--- src/oaisr_pkg.sv ---
// Shared types and constants for the ordered array list block.
// No dependencies.
package oaisr_pkg;

  localparam int unsigned CountW = 6;
  localparam int unsigned PosW   = 5;
  localparam int unsigned DataW  = 32;
  localparam int unsigned OpW    = 2;
  localparam int unsigned StatW  = 2;
  localparam logic [CountW-1:0] CapReset = 6'd32;

  typedef enum logic [OpW-1:0] {
    OP_SEARCH = 2'd0,
    OP_APPEND = 2'd1,
    OP_INSERT = 2'd2,
    OP_REMOVE = 2'd3
  } op_t;

  typedef enum logic [StatW-1:0] {
    ST_OK        = 2'd0,
    ST_FULL      = 2'd1,
    ST_BAD_INDEX = 2'd2,
    ST_NOT_FOUND = 2'd3
  } status_t;

  typedef enum logic [1:0] {
    CMD_HOLD,
    CMD_APPEND,
    CMD_INSERT,
    CMD_REMOVE
  } cmd_kind_t;

  // broadcast from the control to every cell
  typedef struct packed {
    cmd_kind_t         kind;
    logic [PosW-1:0]   pos;
    logic [CountW-1:0] count;
  } cell_cmd_t;

endpackage

--- src/oaisr_ifs.sv ---
// Channel interfaces: request, response and capacity write.
// Depends on oaisr_pkg for widths.
interface oaisr_req_if;
  logic                             valid;
  logic                             ready;
  logic [oaisr_pkg::OpW-1:0]        op;
  logic [oaisr_pkg::PosW-1:0]       position;
  logic signed [oaisr_pkg::DataW-1:0] value;
  modport source (output valid, op, position, value, input ready);
  modport sink   (input valid, op, position, value, output ready);
endinterface

interface oaisr_rsp_if;
  logic                         valid;
  logic                         ready;
  logic [oaisr_pkg::StatW-1:0]  status;
  logic [oaisr_pkg::PosW-1:0]   found_position;
  logic [oaisr_pkg::CountW-1:0] count_after;
  modport source (output valid, status, found_position, count_after, input ready);
  modport sink   (input valid, status, found_position, count_after, output ready);
endinterface

interface oaisr_cfg_if;
  logic                         valid;
  logic                         ready;
  logic [oaisr_pkg::CountW-1:0] data;
  modport source (output valid, data, input ready);
  modport sink   (input valid, data, output ready);
endinterface

--- src/oaisr_cell.sv ---
// One storage cell of the list: holds a word, shifts with its neighbors,
// and compares against the search key. Depends on oaisr_pkg.
module oaisr_cell #(
  parameter int unsigned IDX = 0
) (
  input  logic                             clk,
  input  oaisr_pkg::cell_cmd_t             cmd,
  input  logic [oaisr_pkg::DataW-1:0]      value,
  input  logic [oaisr_pkg::DataW-1:0]      key,
  input  logic [oaisr_pkg::DataW-1:0]      left_data,
  input  logic [oaisr_pkg::DataW-1:0]      right_data,
  output logic [oaisr_pkg::DataW-1:0]      data,
  output logic                             match
);

  always_ff @(posedge clk) begin
    unique case (cmd.kind)
      oaisr_pkg::CMD_APPEND: begin
        if (IDX == int'(cmd.count)) data <= value;
      end
      oaisr_pkg::CMD_INSERT: begin
        if (IDX > int'(cmd.pos)) data <= left_data;
        else if (IDX == int'(cmd.pos)) data <= value;
      end
      oaisr_pkg::CMD_REMOVE: begin
        if (IDX >= int'(cmd.pos)) data <= right_data;
      end
      default: begin
      end
    endcase
  end

  assign match = (data == key) && (IDX < int'(cmd.count));

endmodule

--- src/ordered_array_insert_remove_search.sv ---
// A request is registered at accept and its response is registered into the output stage once
// that stage is free; one request in flight, so a new request is taken only after that.
// The row of cells shifts in the accept cycle; search matches are encoded when the response loads.
// Reset clears count, capacity (to 32) and handshake state; stored words are not cleared.
// Top level of the ordered list. Depends on oaisr_pkg, oaisr_ifs, oaisr_cell.
module ordered_array_insert_remove_search #(
  parameter int unsigned DEPTH = 32
) (
  input  logic              clk,
  input  logic              rst,
  oaisr_req_if.sink         req,
  oaisr_rsp_if.source       rsp,
  oaisr_cfg_if.sink         cfg
);

  localparam int unsigned CW = oaisr_pkg::CountW;
  localparam int unsigned DW = oaisr_pkg::DataW;
  localparam logic [CW-1:0] DepthCap = (DEPTH > 63) ? 6'd63 : 6'(DEPTH);

  logic [CW-1:0]         capacity;
  logic [CW-1:0]         count;
  logic [CW-1:0]         count_next;
  logic [CW-1:0]         cap;
  logic                  busy;
  logic                  pend_search;
  logic [DW-1:0]         search_key;
  oaisr_pkg::status_t    pend_status;
  oaisr_pkg::status_t    status_next;
  oaisr_pkg::cmd_kind_t  kind_next;
  oaisr_pkg::cell_cmd_t  cmd;
  logic                  accept;
  logic                  load_out;
  logic [DW-1:0]         cell_data [DEPTH];
  logic [DEPTH-1:0]      match;
  logic                  any_match;
  logic [oaisr_pkg::PosW-1:0] first_pos;

  assign cfg.ready = 1'b1;
  assign req.ready = !busy;
  assign accept    = req.valid && !busy;
  assign cap       = (capacity > DepthCap) ? DepthCap : capacity;

  always_comb begin
    kind_next   = oaisr_pkg::CMD_HOLD;
    status_next = oaisr_pkg::ST_OK;
    count_next  = count;
    unique case (oaisr_pkg::op_t'(req.op))
      oaisr_pkg::OP_SEARCH: begin
        status_next = oaisr_pkg::ST_NOT_FOUND;
      end
      oaisr_pkg::OP_APPEND: begin
        if (count >= cap) begin
          status_next = oaisr_pkg::ST_FULL;
        end else begin
          kind_next  = oaisr_pkg::CMD_APPEND;
          count_next = count + CW'(1);
        end
      end
      oaisr_pkg::OP_INSERT: begin
        priority if ({1'b0, req.position} >= cap || {1'b0, req.position} > count) begin
          status_next = oaisr_pkg::ST_BAD_INDEX;
        end else if (count >= cap) begin
          status_next = oaisr_pkg::ST_FULL;
        end else begin
          kind_next  = oaisr_pkg::CMD_INSERT;
          count_next = count + CW'(1);
        end
      end
      oaisr_pkg::OP_REMOVE: begin
        if ({1'b0, req.position} >= count) begin
          status_next = oaisr_pkg::ST_BAD_INDEX;
        end else begin
          kind_next  = oaisr_pkg::CMD_REMOVE;
          count_next = count - CW'(1);
        end
      end
      default: begin
      end
    endcase
  end

  always_comb begin
    cmd.kind  = accept ? kind_next : oaisr_pkg::CMD_HOLD;
    cmd.pos   = req.position;
    cmd.count = count;
  end

  for (genvar i = 0; i < DEPTH; i++) begin : g_cell
    logic [DW-1:0] left_data;
    logic [DW-1:0] right_data;
    if (i == 0) begin : g_first
      assign left_data = '0;
    end else begin : g_left
      assign left_data = cell_data[i-1];
    end
    if (i == DEPTH - 1) begin : g_last
      assign right_data = '0;
    end else begin : g_right
      assign right_data = cell_data[i+1];
    end
    oaisr_cell #(.IDX(i)) u_cell (
      .clk       (clk),
      .cmd       (cmd),
      .value     (req.value),
      .key       (search_key),
      .left_data (left_data),
      .right_data(right_data),
      .data      (cell_data[i]),
      .match     (match[i])
    );
  end

  // lowest matching index wins
  always_comb begin
    first_pos = '0;
    for (int i = DEPTH - 1; i >= 0; i--) begin
      if (match[i]) first_pos = oaisr_pkg::PosW'(i);
    end
  end
  assign any_match = |match;

  assign load_out = busy && (!rsp.valid || rsp.ready);

  always_ff @(posedge clk) begin
    if (rst) begin
      capacity  <= oaisr_pkg::CapReset;
      count     <= '0;
      busy      <= 1'b0;
      rsp.valid <= 1'b0;
    end else begin
      if (cfg.valid) capacity <= cfg.data;
      if (accept) begin
        busy        <= 1'b1;
        count       <= count_next;
        search_key  <= req.value;
        pend_search <= (oaisr_pkg::op_t'(req.op) == oaisr_pkg::OP_SEARCH);
        pend_status <= status_next;
      end
      if (load_out) begin
        busy      <= 1'b0;
        rsp.valid <= 1'b1;
        rsp.count_after <= count;
        if (pend_search && any_match) begin
          rsp.status         <= oaisr_pkg::ST_OK;
          rsp.found_position <= first_pos;
        end else begin
          rsp.status         <= pend_search ? oaisr_pkg::ST_NOT_FOUND : pend_status;
          rsp.found_position <= '0;
        end
      end else if (rsp.ready) begin
        rsp.valid <= 1'b0;
      end
    end
  end

endmodule

--- src/flat_wrapper.sv ---
// flat-port wrapper written by rule: the top's interface ports become plain ports
module ordered_array_insert_remove_search_flat 
#(
  parameter int unsigned DEPTH = 32
)
  (clk, rst, req_valid, req_op, req_position, req_value, req_ready, rsp_valid, rsp_status, rsp_found_position, rsp_count_after, rsp_ready, cfg_valid, cfg_data, cfg_ready);
  oaisr_req_if req_i ();
  oaisr_rsp_if rsp_i ();
  oaisr_cfg_if cfg_i ();
  input  logic clk;
  input  logic rst;
  input wire logic [$bits(req_i.valid)-1:0] req_valid;
  input wire logic [$bits(req_i.op)-1:0] req_op;
  input wire logic [$bits(req_i.position)-1:0] req_position;
  input wire logic [$bits(req_i.value)-1:0] req_value;
  output wire logic [$bits(req_i.ready)-1:0] req_ready;
  output wire logic [$bits(rsp_i.valid)-1:0] rsp_valid;
  output wire logic [$bits(rsp_i.status)-1:0] rsp_status;
  output wire logic [$bits(rsp_i.found_position)-1:0] rsp_found_position;
  output wire logic [$bits(rsp_i.count_after)-1:0] rsp_count_after;
  input wire logic [$bits(rsp_i.ready)-1:0] rsp_ready;
  input wire logic [$bits(cfg_i.valid)-1:0] cfg_valid;
  input wire logic [$bits(cfg_i.data)-1:0] cfg_data;
  output wire logic [$bits(cfg_i.ready)-1:0] cfg_ready;
  assign req_i.valid = req_valid;
  assign req_i.op = req_op;
  assign req_i.position = req_position;
  assign req_i.value = req_value;
  assign req_ready = req_i.ready;
  assign rsp_valid = rsp_i.valid;
  assign rsp_status = rsp_i.status;
  assign rsp_found_position = rsp_i.found_position;
  assign rsp_count_after = rsp_i.count_after;
  assign rsp_i.ready = rsp_ready;
  assign cfg_i.valid = cfg_valid;
  assign cfg_i.data = cfg_data;
  assign cfg_ready = cfg_i.ready;
  ordered_array_insert_remove_search #(.DEPTH(DEPTH)) u_core (.clk(clk), .rst(rst), .req(req_i), .rsp(rsp_i), .cfg(cfg_i));
endmodule
--- config.mk ---
export PLATFORM = sky130hd
export DESIGN_NAME = ordered_array_insert_remove_search_flat
export DESIGN_NICKNAME = d
export VERILOG_FILES = /design/src/oaisr_pkg.sv /design/src/oaisr_ifs.sv /design/src/oaisr_cell.sv /design/src/ordered_array_insert_remove_search.sv /design/src/flat_wrapper.sv
export SDC_FILE = /design/constraint.sdc
export NUM_CORES = 2
export LEC_CHECK = 0
export BUFFER_PORTS_ARGS = -buffer_cell sky130_fd_sc_hd__buf_2
export CORE_AREA = 10 10 384 386
export DETAILED_ROUTE_END_ITERATION = 10
export DIE_AREA = 0 0 394 396
export PLACE_DENSITY = 0.62
export SYNTH_ARGS = -nofsm -noshare
export SYNTH_HDL_FRONTEND = slang
export SYNTH_HIERARCHICAL = 1
export SYNTH_SLANG_ARGS = --single-unit
export TNS_END_PERCENT = 5
--- constraint.sdc ---
create_clock -name clk -period 9.3 [get_ports clk]
set_input_delay 0.93 -clock clk [delete_from_list [all_inputs] [get_ports clk]]
set_output_delay 0.93 -clock clk [all_outputs]
set_load 0.05 [all_outputs]
### After elaboration in Yosys (flattened, before gate mapping)

Cells that the tools add are included.

* input bits: 50
* bits in registers: 1086

* equal/unequal tests: 197
* magnitude comparators: 99
* reduce and logical (&&, ||, !) cells: 87
* add/subtract/negate cells: 2
* multiplexer cells: 207
* bitwise operators: 2

Operator list (number)
* 2-to-1 mux 32 bit: 126
* one-hot mux 32 bit (3 select lines): 32
* == test 32 bit: 32
* inequality test 2 bit, second input constant: 66
* AND reduction 4 bit: 32
* == test 5 x 6 -> 1 bit, first input constant: 16
* < comparator 5 x 6 -> 1 bit, first input constant: 16
* inequality test 3 bit, second input constant: 31
* == test 5 bit, first input constant: 16
* > comparator 5 bit, first input constant: 16
* 2-to-1 mux 5 bit: 16
* greater-or-equal comparator 5 bit, first input constant: 15
* == test 4 x 6 -> 1 bit, first input constant: 8
* < comparator 4 x 6 -> 1 bit, first input constant: 8
* == test 4 x 5 -> 1 bit, first input constant: 8
* greater-or-equal comparator 4 x 5 -> 1 bit, first input constant: 8
* > comparator 4 x 5 -> 1 bit, first input constant: 8
* logical AND 1 bit: 35
* 2-to-1 mux 4 bit: 8
* OR reduction 32 bit: 1
* == test 3 x 6 -> 1 bit, first input constant: 4
* < comparator 3 x 6 -> 1 bit, first input constant: 4
* 2-to-1 mux 6 bit: 4
* == test 3 x 5 -> 1 bit, first input constant: 4
* other kinds (41): 80

### Logic depth before layout (Yosys ltp)

* word-level depth: 33
* depth in mapped cells: 15
* mapped depth without buffers: 13

### By module

Netlist, hierarchy kept.

By module, submodules not included
* ordered_array_insert_remove_search: area an instance 3111.7 um^2, cells an instance 276, times used 1
* oaisr_cell (u_core.g_cell[21].u_cell): area an instance 2404.8 um^2, cells an instance 199, times used 1
* oaisr_cell (u_core.g_cell[11].u_cell): area an instance 2346.0 um^2, cells an instance 199, times used 1
* oaisr_cell (u_core.g_cell[19].u_cell): area an instance 2273.4 um^2, cells an instance 195, times used 1
* oaisr_cell (u_core.g_cell[25].u_cell): area an instance 2258.4 um^2, cells an instance 198, times used 1
* oaisr_cell (u_core.g_cell[9].u_cell): area an instance 2164.6 um^2, cells an instance 164, times used 1
* oaisr_cell (u_core.g_cell[29].u_cell): area an instance 2153.3 um^2, cells an instance 198, times used 1
* oaisr_cell (u_core.g_cell[13].u_cell): area an instance 2127.0 um^2, cells an instance 163, times used 1
* oaisr_cell (u_core.g_cell[2].u_cell): area an instance 2122.0 um^2, cells an instance 164, times used 1
* oaisr_cell (u_core.g_cell[10].u_cell): area an instance 2100.8 um^2, cells an instance 166, times used 1
* oaisr_cell (u_core.g_cell[17].u_cell): area an instance 2079.5 um^2, cells an instance 194, times used 1
* oaisr_cell (u_core.g_cell[22].u_cell): area an instance 2069.5 um^2, cells an instance 164, times used 1
* oaisr_cell (u_core.g_cell[20].u_cell): area an instance 2064.5 um^2, cells an instance 167, times used 1
* oaisr_cell (u_core.g_cell[30].u_cell): area an instance 2064.5 um^2, cells an instance 198, times used 1
* 19 more rows

### Worst setup path before layout

OpenSTA, ideal clock, no wires.

* path kind: reg-to-reg
* start point: register u_core.count[5]
* end point: register u_core/g_cell[23].u_cell/data[0] (netlist bit) (enable)
* period minus slack after synthesis: 7.693 ns
* stages on the path, launching flop included: 9
* path buffers: 0
* arrival time: 7.183 ns
* slack: 1.607 ns
* required time: 8.789 ns
* cell sequence: dfxtp_1 -> ha_1 -> a21bo_1 -> o2bb2ai_1 -> a211oi_2 -> o211ai_1 -> inv_1 -> nand2_1 -> o41ai_1

RTL lines
* start, declared: line ordered_array_insert_remove_search.sv:21 `logic [CW-1:0] count;`
* start signal, assigned: line ordered_array_insert_remove_search.sv:134 `count <= count_next;`
* end, declared: line oaisr_cell.sv:12 `output logic [oaisr_pkg::DataW-1:0] data,`

==> key figures <==
Critical path
  – Worst Setup Path Type: reg2reg
  – Flop2flop setup slack: roughly 3400 ps
  – Sort of element at the end of the critical path: flop
  – Critical path capture point: u_core/g_cell[25].u_cell/data[14]
  – Register-to-Register Path Depth: 12
  – Worst Path Max Fanout: 67
  – End of the worst register-to-register path: u_core/g_cell[25].u_cell/data[14]
  – Critical register-to-register path startpoint: u_core/count[0]
  – Data arrival, critical path: 6550 ps
  – Req. time, crit path: 9920 ps
  – Origin of the worst setup path: u_core/count[0]
  – Crit path launch type: flop

Yosys
  – Async set-or-reset flop fraction in the synthesized netlist: 0%
  – Adder-cell share of the synthesized area: 0.390%
  – Multiplexer share of the synthesized area: 0.624%
  – Syn Area/Cell: 11.5 um^2
  – Count of warnings emitted by yosys: 6
  – Ys flop type: sky130_fd_sc_hd__edfxtp_1
  – Post-Synthesis Cells: 6005
  – Compound-cell area share of the yosys netlist: 27.5%
  – Synthesized-area fraction occupied by and/or/nand/nor cells: 7.34%
  – Sequential share of the synthesized area: a little under half
  – EDFF count, synth: 1072
  – Area share of xor/xnor cells in the synthesized design: between 10 and 15%
  – Synthesized cell area: 69200 um^2
  – Post-synthesis sequential element count: 1086
  – Library cells used by synthesis: 123
  – Dominant combinational cell family by area after synthesis: compound AO/OA/AOI/OAI gates

Timing
  – Headroom to the max-slew limit: -3.65%
  – Setup repair after global routing missed its margin: false
  – Highest clock frequency the design can meet: 0.169 GHz
  – Final setup violation count: 0
  – Count of final max-slew check failures: 4
  – Setup total negative slack: 0 ps
  – Minimum clock period: ~5900 ps
  – Worst Hold Margin: 360 ps
  – Clock tree skew after final layout: roughly 30 ps
  – Worst slew pin tran: around 1500 ps
  – Period Utilization, post-route: 63.8%
  – Final hold vios: 0

Route
  – 1st-iter DRT viols: 11285
  – Number of vias in the routed layout: 60562
  – DRC errors left: 0
  – Number of optimization iterations in the first detailed-route pass: 6
  – Count of nets left with antenna violations after detail routing: 0
  – Number of vias per cell: roughly 7.6
  – Post-DR wirelength/cell: 37.9 um
  – Total routed wirelength: 302000 um

Placed design
  – Routability-driven placement congestion ratio: 0.969
  – IO buf count: 64
  – DP Area: 71200 um^2
  – Sum of net half-perimeters after detailed placement: roughly 190000 um

Pwr
  – Net switching fraction of the power: 29.4%
  – Leakage component of the power: 24.9 nW
  – Total power density per cell area: about 170 nW/um^2
  – Clock share of power: 39.0%
  – IR Drop Worst-Case VDD: 138 uV
  – Comb pwr share: between 10% and 20%
  – Relative contribution of sequential cells to total power: roughly 45%
  – Internal power: 0.00909 W
  – Net switching power of the design: 0.00378 W

Layout
  – Fin nets: slightly above 6000
  – Number of filler cells placed in the layout: ~12000
  – Final std cell area, no fill: 75300 um^2
  – Final core utilization: around 54%
  – Layout Area Growth over Synthesis: 8.76%
  – Share of layout cells above drive strength 1: 17.4%

Clocking
  – Insertion delay to the later sink of the worst-skew pair: 810 ps
  – Postcts setup bufs: 0
  – Clock edge transition at the registers on the reported setup and hold paths: roughly 60 ps
  – Count of hold-fix buffers inserted at cts: 0
  – CTS sink cnt: 1086
  – Worst-case clock buffer depth: 3
  – TritonCTS clock tree: built
  – Number of buffers inserted during clock tree synthesis: between 100 and 150
  – Number of H-tree branching levels: 4
  – Cell at the root of the clock tree: sky130_fd_sc_hd__clkbuf_16
  – Total of cells resized after clock tree synthesis: 0

Run
  – Max capacitance violation total: 1

Floorplan
  – Site row count: about 140
  – Die boundary width: 394 um
  – Ports: 66
  – Initial core utilization: about half
  – Die outline height: 396 um
  – Die area: 156000 um^2
  – Core region area: approximately 140000 um^2

GRT
  – Wire length of the first global-routing pass: 422000 um
  – Number of global-route vias before repair: 56739
  – Initial antenna violation count: 7
  – Largest net degree at the start of global routing: 159
  – GRT Total Usage: 36.6%
  – Global-route congestion overflow total: 0

Run status
  – Outcome: finished with violations
  – Failing checks: max-capacitance violations, max-slew violations

Hold path
  – Number of cells on the worst hold path: 3
  – Path category of the worst min-delay check: in2reg
## layout make-up
| cell class | instances | area [um^2] | share of cell area [%] |
|---|---|---|---|
| tap | 1876 | 2350 | 3.12 |
| timing repair buffer | 273 | 1950 | 2.59 |
| sequential | 1086 | 32500 | 43.2 |
| antenna | 5 | 12.5 | 0.0166 |
| multi-input combinational | 4445 | 34300 | 45.5 |
| clock buffer | 170 | 3530 | 4.69 |
| inverter | 49 | 191 | 0.254 |
| clock inverter | 64 | 487 | 0.647 |
## cells in the mapped netlist, types with 13 or more instances
master                      number  area share (%)
sky130_fd_sc_hd__a21oi_1       412             3.0
sky130_fd_sc_hd__a21oi_2        66            0.84
sky130_fd_sc_hd__a22o_1        592             7.5
sky130_fd_sc_hd__a22o_2        100             1.4
sky130_fd_sc_hd__a2bb2oi_1     127             1.6
sky130_fd_sc_hd__a2bb2oi_2      65             1.4
sky130_fd_sc_hd__a31oi_1        13            0.12
sky130_fd_sc_hd__buf_1          16           0.087
sky130_fd_sc_hd__buf_2         141             1.0
sky130_fd_sc_hd__buf_4          37            0.40
sky130_fd_sc_hd__buf_6          71             1.2
sky130_fd_sc_hd__clkbuf_1      178            0.97
sky130_fd_sc_hd__dfxtp_1        14            0.40
sky130_fd_sc_hd__edfxtp_1     1072              47
sky130_fd_sc_hd__ha_1           20            0.36
sky130_fd_sc_hd__inv_1          41            0.22
sky130_fd_sc_hd__mux2_2         32            0.52
sky130_fd_sc_hd__nand2_1        72            0.39
sky130_fd_sc_hd__nand2b_1       39            0.35
sky130_fd_sc_hd__nand3_1        45            0.33
sky130_fd_sc_hd__nand4_1        93            0.84
sky130_fd_sc_hd__nor2_1        270             1.5
sky130_fd_sc_hd__nor3_1         38            0.27
sky130_fd_sc_hd__nor4_1        218             2.0
sky130_fd_sc_hd__nor4_2         24            0.43
sky130_fd_sc_hd__o21ai_0        32            0.23
sky130_fd_sc_hd__o21ai_1        15            0.11
sky130_fd_sc_hd__o22ai_1       681             6.2
sky130_fd_sc_hd__o22ai_2       150             2.7
sky130_fd_sc_hd__o31ai_1        42            0.46
sky130_fd_sc_hd__or2_2          32            0.29
sky130_fd_sc_hd__xnor2_1       188             2.4
sky130_fd_sc_hd__xor2_1        839              11
## worst min path at each step
stage | startpoint | end
after floorplan | u_core/capacity[0] | u_core/capacity[0]
after global placement | u_core/busy | u_core/busy
after detailed placement | u_core/busy | u_core/busy
after CTS | cfg_data[5] | u_core/capacity[5]
after global routing | cfg_data[2] | u_core/capacity[2]
final | cfg_data[5] | u_core/capacity[5]
## worst max-delay path, stage by stage (launching register included)
cell                       delay, ps
sky130_fd_sc_hd__dfxtp_2         310
sky130_fd_sc_hd__buf_4           590
sky130_fd_sc_hd__inv_1           230
sky130_fd_sc_hd__ha_1            340
sky130_fd_sc_hd__nor2b_1         110
sky130_fd_sc_hd__o21ai_1         150
sky130_fd_sc_hd__a211oi_2        430
sky130_fd_sc_hd__o211ai_1        440
sky130_fd_sc_hd__inv_8           530
sky130_fd_sc_hd__buf_4           620
sky130_fd_sc_hd__buf_4           720
sky130_fd_sc_hd__inv_1           720
sky130_fd_sc_hd__a21oi_1         360
## metrics by stage
step           power (W)  setup WS, ps  instances
6_report          0.0129          3370       7968
5_1_grt           0.0131          3230       7963
4_1_cts           0.0128          3680       7963
3_5_place_dp     0.00785          3060       7729
3_3_place_gp     0.00781          3190       7729
2_1_floorplan    0.00716          1610       6036
## power groups by stage
| stage | sequential [W] | clock [W] | combinational [W] |
|---|---|---|---|
| 2_1_floorplan | 0.00586 | 0 | 0.00130 |
| 3_3_place_gp | 0.00588 | 0 | 0.00193 |
| 3_5_place_dp | 0.00588 | 0 | 0.00197 |
| 4_1_cts | 0.00578 | 0.00501 | 0.00198 |
| 5_1_grt | 0.00579 | 0.00520 | 0.00214 |
| 6_report | 0.00579 | 0.00502 | 0.00207 |
## per-layer routing
layer / track usage [%] / wire length (um) / vias to the layer above
met5: 0 / 23 / -
met4: 21.7 / 21600 / 4
met3: 11.0 / 44400 / 1279
met2: 53.2 / 127000 / 5502
met1: 47.9 / 109000 / 29766
li1: - / - / 24011
## cells by family (layout without fill, tap and decap cells)
logic type / Yosys count / in the layout
AOI/OAI and AO/OA: 2416 / 2416
DFF: 1086 / 1086
xor gates and xnor gates: 1027 / 1027
and+or+nand+nor: 909 / 909
buffers and inverters: 505 / 556
muxes: 39 / 39
adders and majority gates: 21 / 21
other: 2 / 38
## registers in the layout (all words and copies together) (netlist names), 2 cells and up
register,count
u_core/search_key,32
u_core/rsp.status,2
u_core/g_cell.u_cell/data,1024
u_core/capacity,6
u_core/count,6
u_core/rsp.count_after,6
u_core/rsp.found_position,5
u_core/pend_status,2
## cells in the final DEF, fill, tap and decap left out, types with 135 or more instances in the layout
cell and instances:
sky130_fd_sc_hd__edfxtp_1 1072, sky130_fd_sc_hd__xor2_1 839, sky130_fd_sc_hd__o22ai_1 681, sky130_fd_sc_hd__a22o_1 592, sky130_fd_sc_hd__a21oi_1 412, sky130_fd_sc_hd__nor2_1 268
sky130_fd_sc_hd__nor4_1 216, sky130_fd_sc_hd__buf_4 208, sky130_fd_sc_hd__xnor2_1 188, sky130_fd_sc_hd__o22ai_2 150, sky130_fd_sc_hd__clkbuf_16 135
No activity file was read; power rests on OpenSTA's default activity.
